--- config.mk ---
export PLATFORM = sky130hd
export DESIGN_NAME = command_field_parser_flat
export DESIGN_NICKNAME = d
export VERILOG_FILES = /design/src/rtl/cfp_pkg.sv /design/src/rtl/cfp_channels.sv /design/src/rtl/cfp_number_unit.sv /design/src/rtl/command_field_parser.sv /design/src/flat_wrapper.sv
export SDC_FILE = /design/constraint.sdc
export NUM_CORES = 1
export LEC_CHECK = 0
export ABC_AREA = 1
export BUFFER_PORTS_ARGS = -buffer_cell sky130_fd_sc_hd__buf_2
export CAP_MARGIN = 20
export CELL_PAD_IN_SITES_DETAIL_PLACEMENT = 1
export CELL_PAD_IN_SITES_GLOBAL_PLACEMENT = 2
export CORE_ASPECT_RATIO = 1.5
export CORE_UTILIZATION = 28
export CTS_CLUSTER_SIZE = 8
export DETAILED_ROUTE_END_ITERATION = 10
export PLACE_DENSITY = 0.77
export SYNTH_ARGS = -nofsm -noshare
export SYNTH_HDL_FRONTEND = slang
export SYNTH_SLANG_ARGS = --single-unit
--- constraint.sdc ---
create_clock -name clock -period 8.3 [get_ports clock]
set_clock_uncertainty 0.05 [all_clocks]
set_input_delay 0 -clock clock [delete_from_list [all_inputs] [get_ports clock]]
set_output_delay 0 -clock clock [all_outputs]
set_load 0.02 [all_outputs]
--- src/rtl/cfp_pkg.sv ---
// Shared types and character constants for the command field parser.
package cfp_pkg;

   localparam logic [7:0] CHAR_COLON = 8'h3A;
   localparam logic [7:0] CHAR_DOT   = 8'h2E;
   localparam logic [7:0] CHAR_COMMA = 8'h2C;
   localparam logic [7:0] CHAR_SEMI  = 8'h3B;
   localparam logic [7:0] CHAR_MINUS = 8'h2D;
   localparam logic [7:0] CHAR_PLUS  = 8'h2B;
   localparam logic [7:0] CHAR_ZERO  = 8'h30;
   localparam logic [7:0] CHAR_NINE  = 8'h39;

   localparam int FIELD_TOTAL   = 6;
   localparam int COLOUR_BASE   = 3;
   localparam int LAST_POSITION = 4;

   localparam logic [15:0] SPEED_RESET   = 16'd100;
   localparam logic [15:0] MAG_LIMIT     = 16'h8000;
   localparam logic [15:0] POSITIVE_MAX  = 16'h7FFF;

   typedef logic [2:0]         field_pos_type;
   typedef logic [1:0]         colour_pos_type;
   typedef logic signed [15:0] value_type;

   // Running state of one decimal number while its characters arrive.
   typedef struct packed {
      logic [15:0] acc;
      logic        negative;
      logic        started;
      logic        stopped;
   } num_state_type;

endpackage

--- src/rtl/cfp_channels.sv ---
// Valid/ready channel interfaces for the character input and the parsed result.
interface cfp_req_if;
   logic       valid;
   logic       ready;
   logic [7:0] char_code;
   logic       end_of_text;

   modport source (output valid, output char_code, output end_of_text, input ready);
   modport sink   (input valid, input char_code, input end_of_text, output ready);
endinterface

interface cfp_rsp_if;
   logic               valid;
   logic               ready;
   logic signed [15:0] unit_id;
   logic signed [15:0] animation_mode;
   logic signed [15:0] speed_value;
   logic signed [15:0] red_level;
   logic signed [15:0] green_level;
   logic signed [15:0] blue_level;

   modport source (output valid, output unit_id, output animation_mode,
                   output speed_value, output red_level, output green_level,
                   output blue_level, input ready);
   modport sink   (input valid, input unit_id, input animation_mode,
                   input speed_value, input red_level, input green_level,
                   input blue_level, output ready);
endinterface

--- src/rtl/cfp_number_unit.sv ---
// Decimal number step: feeds one character into a number and saturates its value.
module cfp_number_unit (
   input  cfp_pkg::num_state_type num_cur,
   input  logic [7:0]             char_code,
   input  logic                   feed_en,
   output cfp_pkg::num_state_type num_next,
   output logic signed [15:0]     num_value
);
   import cfp_pkg::*;

   logic        is_digit;
   logic [19:0] product;
   logic [3:0]  digit_value;

   assign is_digit    = (char_code >= CHAR_ZERO) && (char_code <= CHAR_NINE);
   assign digit_value = 4'(char_code - CHAR_ZERO);
   assign product     = {1'b0, num_cur.acc, 3'b000} + {3'b000, num_cur.acc, 1'b0}
                        + {16'd0, digit_value};

   always_comb begin
      num_next = num_cur;
      if (feed_en && !num_cur.stopped) begin
         num_next.started = 1'b1;
         if (!num_cur.started && char_code == CHAR_MINUS) begin
            num_next.negative = 1'b1;
         end else if (!num_cur.started && char_code == CHAR_PLUS) begin
            num_next.negative = num_cur.negative;
         end else if (is_digit) begin
            num_next.acc = (product > {4'd0, MAG_LIMIT}) ? MAG_LIMIT : product[15:0];
         end else begin
            num_next.stopped = 1'b1;
         end
      end
   end

   // A magnitude of 32768 wraps to -32768 when negative and clips to 32767 otherwise.
   always_comb begin
      if (num_next.negative) begin
         num_value = 16'd0 - num_next.acc;
      end else begin
         num_value = num_next.acc[15] ? POSITIVE_MAX : num_next.acc;
      end
   end

endmodule

--- src/rtl/command_field_parser.sv ---
// Top level of the command field parser: input stage, field state and result register.
// A result beat is registered from the end_of_text beat as that beat leaves the input stage.
// Throughput: one character beat per cycle, except while a held result stalls the input.
// A held result stalls the input only when another end_of_text beat reaches the stage.
// Reset (synchronous, active high) empties both stages and restores the field values
// to 0, 0, 100, 0, 0, 0 with the parser back at field 0.
module command_field_parser #(
   parameter int COLOUR_COUNT = 3
) (
   input logic      clock,
   input logic      reset,
   cfp_req_if.sink  req_bus,
   cfp_rsp_if.source rsp_bus
);
   import cfp_pkg::*;

   // Input stage. It decouples the character source from the state update.
   logic       stage_valid_ff, stage_valid_in;
   logic [7:0] stage_char_ff, stage_char_in;
   logic       stage_eot_ff, stage_eot_in;

   // Parser state.
   num_state_type  num_ff, num_in;
   field_pos_type  pos_ff, pos_in;
   colour_pos_type colpos_ff, colpos_in;
   value_type      fv_ff [FIELD_TOTAL];
   value_type      fv_in [FIELD_TOTAL];

   // Result register.
   logic      rsp_valid_ff, rsp_valid_in;
   value_type rsp_val_ff [FIELD_TOTAL];
   value_type rsp_val_in [FIELD_TOTAL];

   logic          advance;
   logic          req_take;
   logic          is_colon, is_dot, is_semi, is_comma;
   logic          take_char, close_field, colour_open, store_colour, feed_en;
   num_state_type num_fed;
   value_type     num_value;

   // A character beat leaves the stage unless it would overwrite a result still waiting.
   assign advance  = stage_valid_ff && (!stage_eot_ff || !rsp_valid_ff || rsp_bus.ready);
   assign req_take = req_bus.valid && req_bus.ready;
   assign req_bus.ready = !stage_valid_ff || advance;

   always_comb begin
      stage_valid_in = stage_valid_ff;
      stage_char_in  = stage_char_ff;
      stage_eot_in   = stage_eot_ff;
      if (req_take) begin
         stage_valid_in = 1'b1;
         stage_char_in  = req_bus.char_code;
         stage_eot_in   = req_bus.end_of_text;
      end else if (advance) begin
         stage_valid_in = 1'b0;
      end
   end

   // Character classes. Colons are skipped everywhere. A semicolon that is not final
   // is dropped; a final character is first handled as part of the field and then
   // closes it, just as a dot does.
   assign is_colon = (stage_char_ff == CHAR_COLON);
   assign is_dot   = (stage_char_ff == CHAR_DOT);
   assign is_semi  = (stage_char_ff == CHAR_SEMI);
   assign is_comma = (stage_char_ff == CHAR_COMMA);

   assign take_char   = !is_colon && (stage_eot_ff || (!is_dot && !is_semi));
   assign close_field = !is_colon && (stage_eot_ff || is_dot);

   // In the colour field, a comma or a final semicolon stores the pending component;
   // components beyond the configured count are ignored.
   assign colour_open  = (pos_ff == field_pos_type'(COLOUR_BASE))
                         && (colpos_ff < colour_pos_type'(COLOUR_COUNT));
   assign store_colour = take_char && colour_open && (is_comma || is_semi);
   assign feed_en      = take_char
                         && ((pos_ff < field_pos_type'(COLOUR_BASE))
                             || (colour_open && !is_comma && !is_semi));

   cfp_number_unit u_number (
      .num_cur   (num_ff),
      .char_code (stage_char_ff),
      .feed_en   (feed_en),
      .num_next  (num_fed),
      .num_value (num_value)
   );

   always_comb begin
      num_in    = num_fed;
      pos_in    = pos_ff;
      colpos_in = colpos_ff;
      for (int i = 0; i < FIELD_TOTAL; i++) begin
         fv_in[i] = fv_ff[i];
      end

      if (advance) begin
         // When a component is stored the number was not fed, so num_value is
         // the value of the component as it stood.
         if (store_colour) begin
            for (int i = 0; i < FIELD_TOTAL; i++) begin
               if (3'(i) == 3'(COLOUR_BASE) + {1'b0, colpos_ff}) begin
                  fv_in[i] = num_value;
               end
            end
            num_in    = '0;
            colpos_in = colpos_ff + 2'd1;
         end

         if (close_field) begin
            for (int i = 0; i < FIELD_TOTAL; i++) begin
               if (3'(i) == pos_ff && pos_ff < field_pos_type'(COLOUR_BASE)) begin
                  fv_in[i] = num_value;
               end
            end
            num_in    = '0;
            colpos_in = '0;
            if (pos_ff < field_pos_type'(LAST_POSITION)) begin
               pos_in = pos_ff + 3'd1;
            end
         end

         // End of text always returns the parser to the start of a command,
         // even when the final character was a skipped colon.
         if (stage_eot_ff) begin
            num_in    = '0;
            pos_in    = '0;
            colpos_in = '0;
         end else if (!take_char && !close_field) begin
            num_in = num_ff;
         end
      end else begin
         num_in = num_ff;
      end
   end

   always_comb begin
      rsp_valid_in = rsp_valid_ff && !rsp_bus.ready;
      for (int i = 0; i < FIELD_TOTAL; i++) begin
         rsp_val_in[i] = rsp_val_ff[i];
      end
      if (advance && stage_eot_ff) begin
         rsp_valid_in = 1'b1;
         for (int i = 0; i < FIELD_TOTAL; i++) begin
            rsp_val_in[i] = fv_in[i];
         end
      end
   end

   always_ff @(posedge clock) begin
      if (reset) begin
         stage_valid_ff <= 1'b0;
         rsp_valid_ff   <= 1'b0;
         num_ff         <= '0;
         pos_ff         <= '0;
         colpos_ff      <= '0;
         // The speed field comes out of reset at 100, every other field at zero.
         for (int i = 0; i < FIELD_TOTAL; i++) begin
            fv_ff[i] <= (i == 2) ? SPEED_RESET : '0;
         end
      end else begin
         stage_valid_ff <= stage_valid_in;
         rsp_valid_ff   <= rsp_valid_in;
         num_ff         <= num_in;
         pos_ff         <= pos_in;
         colpos_ff      <= colpos_in;
         for (int i = 0; i < FIELD_TOTAL; i++) begin
            fv_ff[i] <= fv_in[i];
         end
      end
   end

   // Payload registers carry no reset.
   always_ff @(posedge clock) begin
      stage_char_ff <= stage_char_in;
      stage_eot_ff  <= stage_eot_in;
      for (int i = 0; i < FIELD_TOTAL; i++) begin
         rsp_val_ff[i] <= rsp_val_in[i];
      end
   end

   assign rsp_bus.valid          = rsp_valid_ff;
   assign rsp_bus.unit_id        = rsp_val_ff[0];
   assign rsp_bus.animation_mode = rsp_val_ff[1];
   assign rsp_bus.speed_value    = rsp_val_ff[2];
   assign rsp_bus.red_level      = rsp_val_ff[3];
   assign rsp_bus.green_level    = rsp_val_ff[4];
   assign rsp_bus.blue_level     = rsp_val_ff[5];

   // The field position saturates after the colour field.
   a_pos_range: assert property (@(posedge clock) disable iff (reset)
      pos_ff <= field_pos_type'(LAST_POSITION))
      else $error("field position beyond last field");

   // No more colour components are counted than the block stores.
   a_colour_range: assert property (@(posedge clock) disable iff (reset)
      colpos_ff <= colour_pos_type'(COLOUR_COUNT))
      else $error("colour position beyond colour count");

   // A final character that leaves the stage produces a result beat next cycle.
   a_eot_result: assert property (@(posedge clock) disable iff (reset)
      (advance && stage_eot_ff) |=> rsp_valid_ff)
      else $error("end of text without result beat");

   // After end of text the parser starts over at field 0 with an empty number.
   a_eot_restart: assert property (@(posedge clock) disable iff (reset)
      (advance && stage_eot_ff) |=> (pos_ff == '0 && colpos_ff == '0 && num_ff == '0))
      else $error("parser not restarted after end of text");

   // The input stalls only behind a final character waiting for the result register.
   a_stall_cause: assert property (@(posedge clock) disable iff (reset)
      !req_bus.ready |-> (stage_valid_ff && stage_eot_ff && rsp_valid_ff))
      else $error("input stalled without a waiting result");

endmodule
--- src/flat_wrapper.sv ---
// flat-port wrapper written by rule: the top's interface ports become plain ports
module command_field_parser_flat import cfp_pkg::*;
#(
   parameter int COLOUR_COUNT = 3
)
  (clock, reset, req_bus_valid, req_bus_char_code, req_bus_end_of_text, req_bus_ready, rsp_bus_valid, rsp_bus_unit_id, rsp_bus_animation_mode, rsp_bus_speed_value, rsp_bus_red_level, rsp_bus_green_level, rsp_bus_blue_level, rsp_bus_ready);
  cfp_req_if req_bus_i ();
  cfp_rsp_if rsp_bus_i ();
  input logic clock;
  input logic reset;
  input wire logic [$bits(req_bus_i.valid)-1:0] req_bus_valid;
  input wire logic [$bits(req_bus_i.char_code)-1:0] req_bus_char_code;
  input wire logic [$bits(req_bus_i.end_of_text)-1:0] req_bus_end_of_text;
  output wire logic [$bits(req_bus_i.ready)-1:0] req_bus_ready;
  output wire logic [$bits(rsp_bus_i.valid)-1:0] rsp_bus_valid;
  output wire logic [$bits(rsp_bus_i.unit_id)-1:0] rsp_bus_unit_id;
  output wire logic [$bits(rsp_bus_i.animation_mode)-1:0] rsp_bus_animation_mode;
  output wire logic [$bits(rsp_bus_i.speed_value)-1:0] rsp_bus_speed_value;
  output wire logic [$bits(rsp_bus_i.red_level)-1:0] rsp_bus_red_level;
  output wire logic [$bits(rsp_bus_i.green_level)-1:0] rsp_bus_green_level;
  output wire logic [$bits(rsp_bus_i.blue_level)-1:0] rsp_bus_blue_level;
  input wire logic [$bits(rsp_bus_i.ready)-1:0] rsp_bus_ready;
  assign req_bus_i.valid = req_bus_valid;
  assign req_bus_i.char_code = req_bus_char_code;
  assign req_bus_i.end_of_text = req_bus_end_of_text;
  assign req_bus_ready = req_bus_i.ready;
  assign rsp_bus_valid = rsp_bus_i.valid;
  assign rsp_bus_unit_id = rsp_bus_i.unit_id;
  assign rsp_bus_animation_mode = rsp_bus_i.animation_mode;
  assign rsp_bus_speed_value = rsp_bus_i.speed_value;
  assign rsp_bus_red_level = rsp_bus_i.red_level;
  assign rsp_bus_green_level = rsp_bus_i.green_level;
  assign rsp_bus_blue_level = rsp_bus_i.blue_level;
  assign rsp_bus_i.ready = rsp_bus_ready;
  command_field_parser #(.COLOUR_COUNT(COLOUR_COUNT)) u_core (.clock(clock), .reset(reset), .req_bus(req_bus_i), .rsp_bus(rsp_bus_i));
endmodule
After elaboration in Yosys (flattened, before gate mapping) --
Memories as Yosys holds them, arrays and structs flattened. Index checks and enable logic that the tools add are counted.
Cells by class: $add $sub $neg 7, order comparisons 6, equal/unequal tests 21, muxes and demuxes 49, bitwise gates (word level) 6, reductions and logical operators 55
Operators by type and width (count):
- two-way mux 96 bit | 4
- two-way mux 16 bit | 23
- two-way mux 19 bit | 5
- equality test 8 x 6 -> 1 bit (second input constant) | 6
- logical AND 1 bit | 24
- adder 19 x 17 -> 20 bit | 1
- adder 20 x 4 -> 20 bit | 1
- greater-than comparator 20 x 16 -> 1 bit (second input constant) | 1
- subtractor 1 x 16 -> 16 bit (first input constant) | 1
- two-way mux 15 bit | 1
- equality test 2 x 3 -> 1 bit (first input constant) | 4
- equality test 3 bit (first input constant) | 4
- logical NOT 1 bit | 12
- != test 4 x 1 -> 1 bit (second input constant) | 3
- two-way mux 1 bit | 10
- two-way mux 3 bit | 3
- greater-or-equal comparator 8 x 6 -> 1 bit (second input constant) | 1
- less-or-equal comparator 8 x 6 -> 1 bit (second input constant) | 1
- logical OR 1 bit | 7
- equality test 1 x 3 -> 1 bit (first input constant) | 2
- logical NOT 3 bit | 2
- two-way mux 2 bit | 3
- bitwise OR 1 bit | 6
- AND reduction 3 bit | 2
- other kinds (14) | 17
Storage, ports and cells: bits in registers 35, RAM bits 192, input port bits 13, output and inout port bits 98, logic and storage cells 156, memories kept 2
Memories:
- u_core.fv_ff | words 6, bits a word 16, read ports 6, clocked after memory_dff 0, write ports 6, RTL line command_field_parser.sv:26 | value_type fv_ff [FIELD_TOTAL];
- u_core.rsp_val_ff | words 6, bits a word 16, read ports 6, clocked after memory_dff 0, write ports 6, RTL line command_field_parser.sv:31 | value_type rsp_val_ff [FIELD_TOTAL];

Depth between registers and ports, before layout --
depth in word-level cells 16, depth in mapped cells 30, gate-level depth less buffers 29

By module --
From an unflattened synthesis, not the netlist that was laid out.
Second synthesis, totals: cells, all modules 1431, area total of the unflattened synthesis 11308.3 um^2
Modules (own cells, without submodules):
- command_field_parser | times used 1, cells an instance 968, area an instance 8917.3 um^2, seq. area each 5595.4 um^2
- cfp_number_unit | times used 1, cells an instance 463, area an instance 2391.0 um^2, seq. area each 0.0 um^2

Worst setup path before layout --
No wires, ideal clock.
path kind flip-flop to flip-flop, from reg u_core.stage_char_ff[3], to mem u_core.rsp_val_ff[5][14] in the netlist's numbering (data pin), library setup time 251 ps, data arrival time 3560 ps, required time 7999 ps, slack 4439 ps, stages on the path, launching flop included 29, path buffers 0, clock period less this slack 3861 ps, cells stage by stage edfxtp_1 fa_1 inv_1 fa_1 inv_1 nand3_1 nand3_1 nand2_1 nand2_1 nand3_1 nand2_1 nand2_1 nand2_1 nand2_2 nor2_4 nand2_1 o21ai_2 inv_2 ha_1 nand3_1 nor2_1 nand3_2 nand2_4 nand3_1 nand2_2 nand2_2 nand2_1 nand2_1 inv_1
RTL lines:
- start: declaration | RTL line command_field_parser.sv:19 | logic [7:0] stage_char_ff, stage_char_in;
- start signal: assignment | RTL line command_field_parser.sv:173 | stage_char_ff <= stage_char_in;
- end: declaration | RTL line command_field_parser.sv:31

==> flow_metrics.tcl <==
set metrics [dict create \
    routed_via_density 4.65 \
    synth_area_mm2 0.0107 \
    p_int_mw 2.01 \
    ys_warn_count 0 \
    crit_required_ns 8.51 \
    criticalPathCategory "reg -> reg" \
    finalCritPeriodShare 0.563 \
    drv_slew 0 \
    track_usage 0.168 \
    critPathLaunchType "flip-flop" \
    cp-end-kind "flip-flop" \
    synth_area_leaders "edfxtp_1 (29%), dfxtp_1 (23%), nand2_1 (14%)" \
    met2_length_mm 16.9 \
    die_x_um 162 \
    wl_met1_mm 12.9 \
    fin_nets 1439 \
    finalHoldViolCount 0 \
    power_leakage_nw 6.00 \
    ant_nets 0 \
    setup.worst_path.start "u_core.stage_char_ff[3]" \
    switching_share 0.233 \
    power_switching_mw 0.610 \
    reg2reg_depth 24 \
    ys_async_sr_fraction 0 \
    portBuffers 110 \
    detail_route.wl_per_cell_um 17.1 \
    routabilityCongestion 0.821 \
    cts.repair.resized 0 \
    yosysUniqueCellTypes 52 \
    worst_path_max_delay_cell "fa_1" \
    routed_wl_mm 32.3 \
    wl_met3_um 976 \
    p_seq_frac 0.457 \
    min_period_ns 4.68 \
    numCtsBuffers 34 \
    synth_most_common_cell "nand2_1" \
    syn_inst 1252 \
    start_util 0.285 \
    min_from "req_bus_char_code[2]" \
    clock_power_share 0.493 \
    status "completed" \
    setup-tns-final_ns 0 \
    grt_max_degree 77 \
    slew_headroom 0.340 \
    antenna_found_initial 0 \
    yosysSeqAreaShare 0.521 \
    h-tree-depth 2 \
    clkTransAtPathRegs_ns 0.05 \
    syn-num-nets 1308 \
    finalPower_mw 2.62 \
    slowest_delay_ns 0.54 \
    synthTopCellsByCount "nand2_1 (393), dfxtp_1 (122), inv_1 (114)" \
    cts_tree "yes" \
    io_pins 111 \
    drtIter0Drc 403 \
    finalSetupViolations 0 \
    synth_top_area_frac 0.294 \
    fmax_mhz 214 \
    core_area_mm2 0.0377 \
    clk_latency_ns 0.52 \
    min_path_type "in -> reg" \
    grt_first_pass_wirelength_mm 50.7 \
    ys.flop_type "dfxtp_1" \
    drv_cap 0 \
    grt-ovfl-total 0 \
    r2r_start "u_core.stage_char_ff[3]" \
    crit_end "u_core.rsp_val_ff[5][4]" \
    hpwl_mm 23.4 \
    crit_fanout 15 \
    clockRootBuffer "clkbuf_16" \
    hold_slack_ns 0.140 \
    vias 8809 \
    cts_sinks 227 \
    fillers 4491 \
    p_comb_frac 0.050 \
    chipHeight_um 242 \
    cp_common_cell "nand2_1" \
    r2r_setup_slack_ns 3.62 \
    drt_drc_violations_left 0 \
    crit_path_cell_trace "fa_1, inv_1, fa_1, inv_1, nand3_1, nand3_1, nand2_1, nand2_1, nand3_1, nand2_1, nand2_1, nand2_1, nand2_2, nor2_4, nand2_1, o21ai_2, inv_2, ha_1, nand3_1, nor2_1, o22ai_1, nand2_1, o21ai_2, inv_1" \
    grt_pass1_vias 9184 \
    cts.path.max_buffers 3 \
    tightest_slew_ns 0.989 \
    area_delta_synth_final_pct 20.5 \
    synth_edf_count 105 \
    drive_above_1_share 0.191 \
    synth_area_leader_cell "edfxtp_1" \
    powerDensity_mw_per_mm2 202 \
    r2r_end "u_core.rsp_val_ff[5][4]" \
    n_antenna_cell 0 \
    ys_ff_latch 227 \
    crit_arrival_ns 4.89 \
    rsz0062_at_grt "false" \
    synth_area_per_cell_um2 8.57 \
    num_rows 87 \
    dieArea_mm2 0.0391 \
    vdd_drop_max_mv 0.123 \
    routed.top_layer "met4" \
    firstDrtPassIters 5 \
]
## how the worst min path moves through the flow
stage	to	slack, ns	cells after the start
after CTS	u_core.stage_eot_ff	0.12	2
final	u_core.stage_char_ff[2]	0.14	2
after floorplan	u_core.stage_char_ff[0]	0.05	0
after global routing	u_core.stage_char_ff[6]	0.14	2
after global placement	u_core.stage_char_ff[7]	0.13	1
after detailed placement	u_core.stage_char_ff[4]	0.13	1
## layout by cell type, fill, tap and decap left out, types with 23 or more instances in the layout
master	n
a21oi_1	95
ha_1	41
edfxtp_1	105
nand3_1	72
nand2_2	29
nand2_1	393
buf_2	109
or2_2	23
clkbuf_16	34
nor2_1	88
inv_1	113
dfxtp_1	122
## kinds of logic after synthesis
kind of cell / synth area share
compound gates: 0.0882
xor+xnor: 0.00245
fa+ha+maj: 0.0515
buf+inv: 0.0593
flops: 0.521
simple gates: 0.277
## repair_timing
| action | in CTS | in global routing |
|---|---|---|
| hold endpoints to repair | 52 | 0 |
| hold buffers | 14 | 0 |
| endpoints found under the setup margin | 0 | 0 |
| setup buffers | 0 | 0 |
## worst max-delay path: cells and delay by family (launching register included)
family          cells  cell delay [ns]
simple gates       14             1.76
buf+inv             4             0.32
compound gates      3             0.65
flops               1             0.42
fa+ha+maj           3             1.22
## area by class of cell
| type | instances | area, um^2 | share of cell area |
|---|---|---|---|
| clock buffers | 56 | 953 | 0.0737 |
| flip-flops and latches | 227 | 5600 | 0.433 |
| clock inverters | 3 | 62.6 | 0.00484 |
| inverters | 126 | 474 | 0.0367 |
| multi-input cells | 865 | 4500 | 0.348 |
| well taps | 489 | 612 | 0.0473 |
| repair buffers | 129 | 731 | 0.0565 |
## metal layers
| layer | GRT usage | vias up |
|---|---|---|
| li1 | - | 4372 |
| met1 | 0.187 | 4223 |
| met2 | 0.310 | 146 |
| met3 | 0.0216 | 68 |
| met4 | 0.0824 | 0 |
| met5 | 0 | - |
## per-stage QoR
| stage | cells | cell area [um^2] | util | worst slack [ns] |
|---|---|---|---|---|
| detailed placement | 1822 | 11800 | 0.313 | 3.60 |
| finish | 1895 | 12900 | 0.343 | 3.62 |
| CTS | 1895 | 12900 | 0.343 | 3.58 |
| floorplan | 1252 | 10700 | - | 4.44 |
| global route | 1895 | 12900 | 0.343 | 3.18 |
| global placement | 1822 | 11800 | 0.313 | 3.73 |
## sequential cells by signal, summed over array words and instances (netlist names)
signal and flops:
u_core.rsp_bus.valid 1, u_core.fv_ff 96, u_core.stage_valid_ff 1, u_core.colpos_ff 2, u_core.rsp_val_ff 96, u_core.pos_ff 3
u_core.stage_eot_ff 1, u_core.num_ff 19, u_core.stage_char_ff 8
## power by group through the flow
stage	Clock (mW)	Combinational (mW)	Sequential [mW]
after floorplan	0	0.0669	1.23
after global placement	0	0.127	1.22
after detailed placement	0	0.128	1.22
after CTS	1.33	0.134	1.20
after global routing	1.37	0.144	1.20
final	1.29	0.131	1.19
Note: power is estimated with default switching activity, not from simulation.
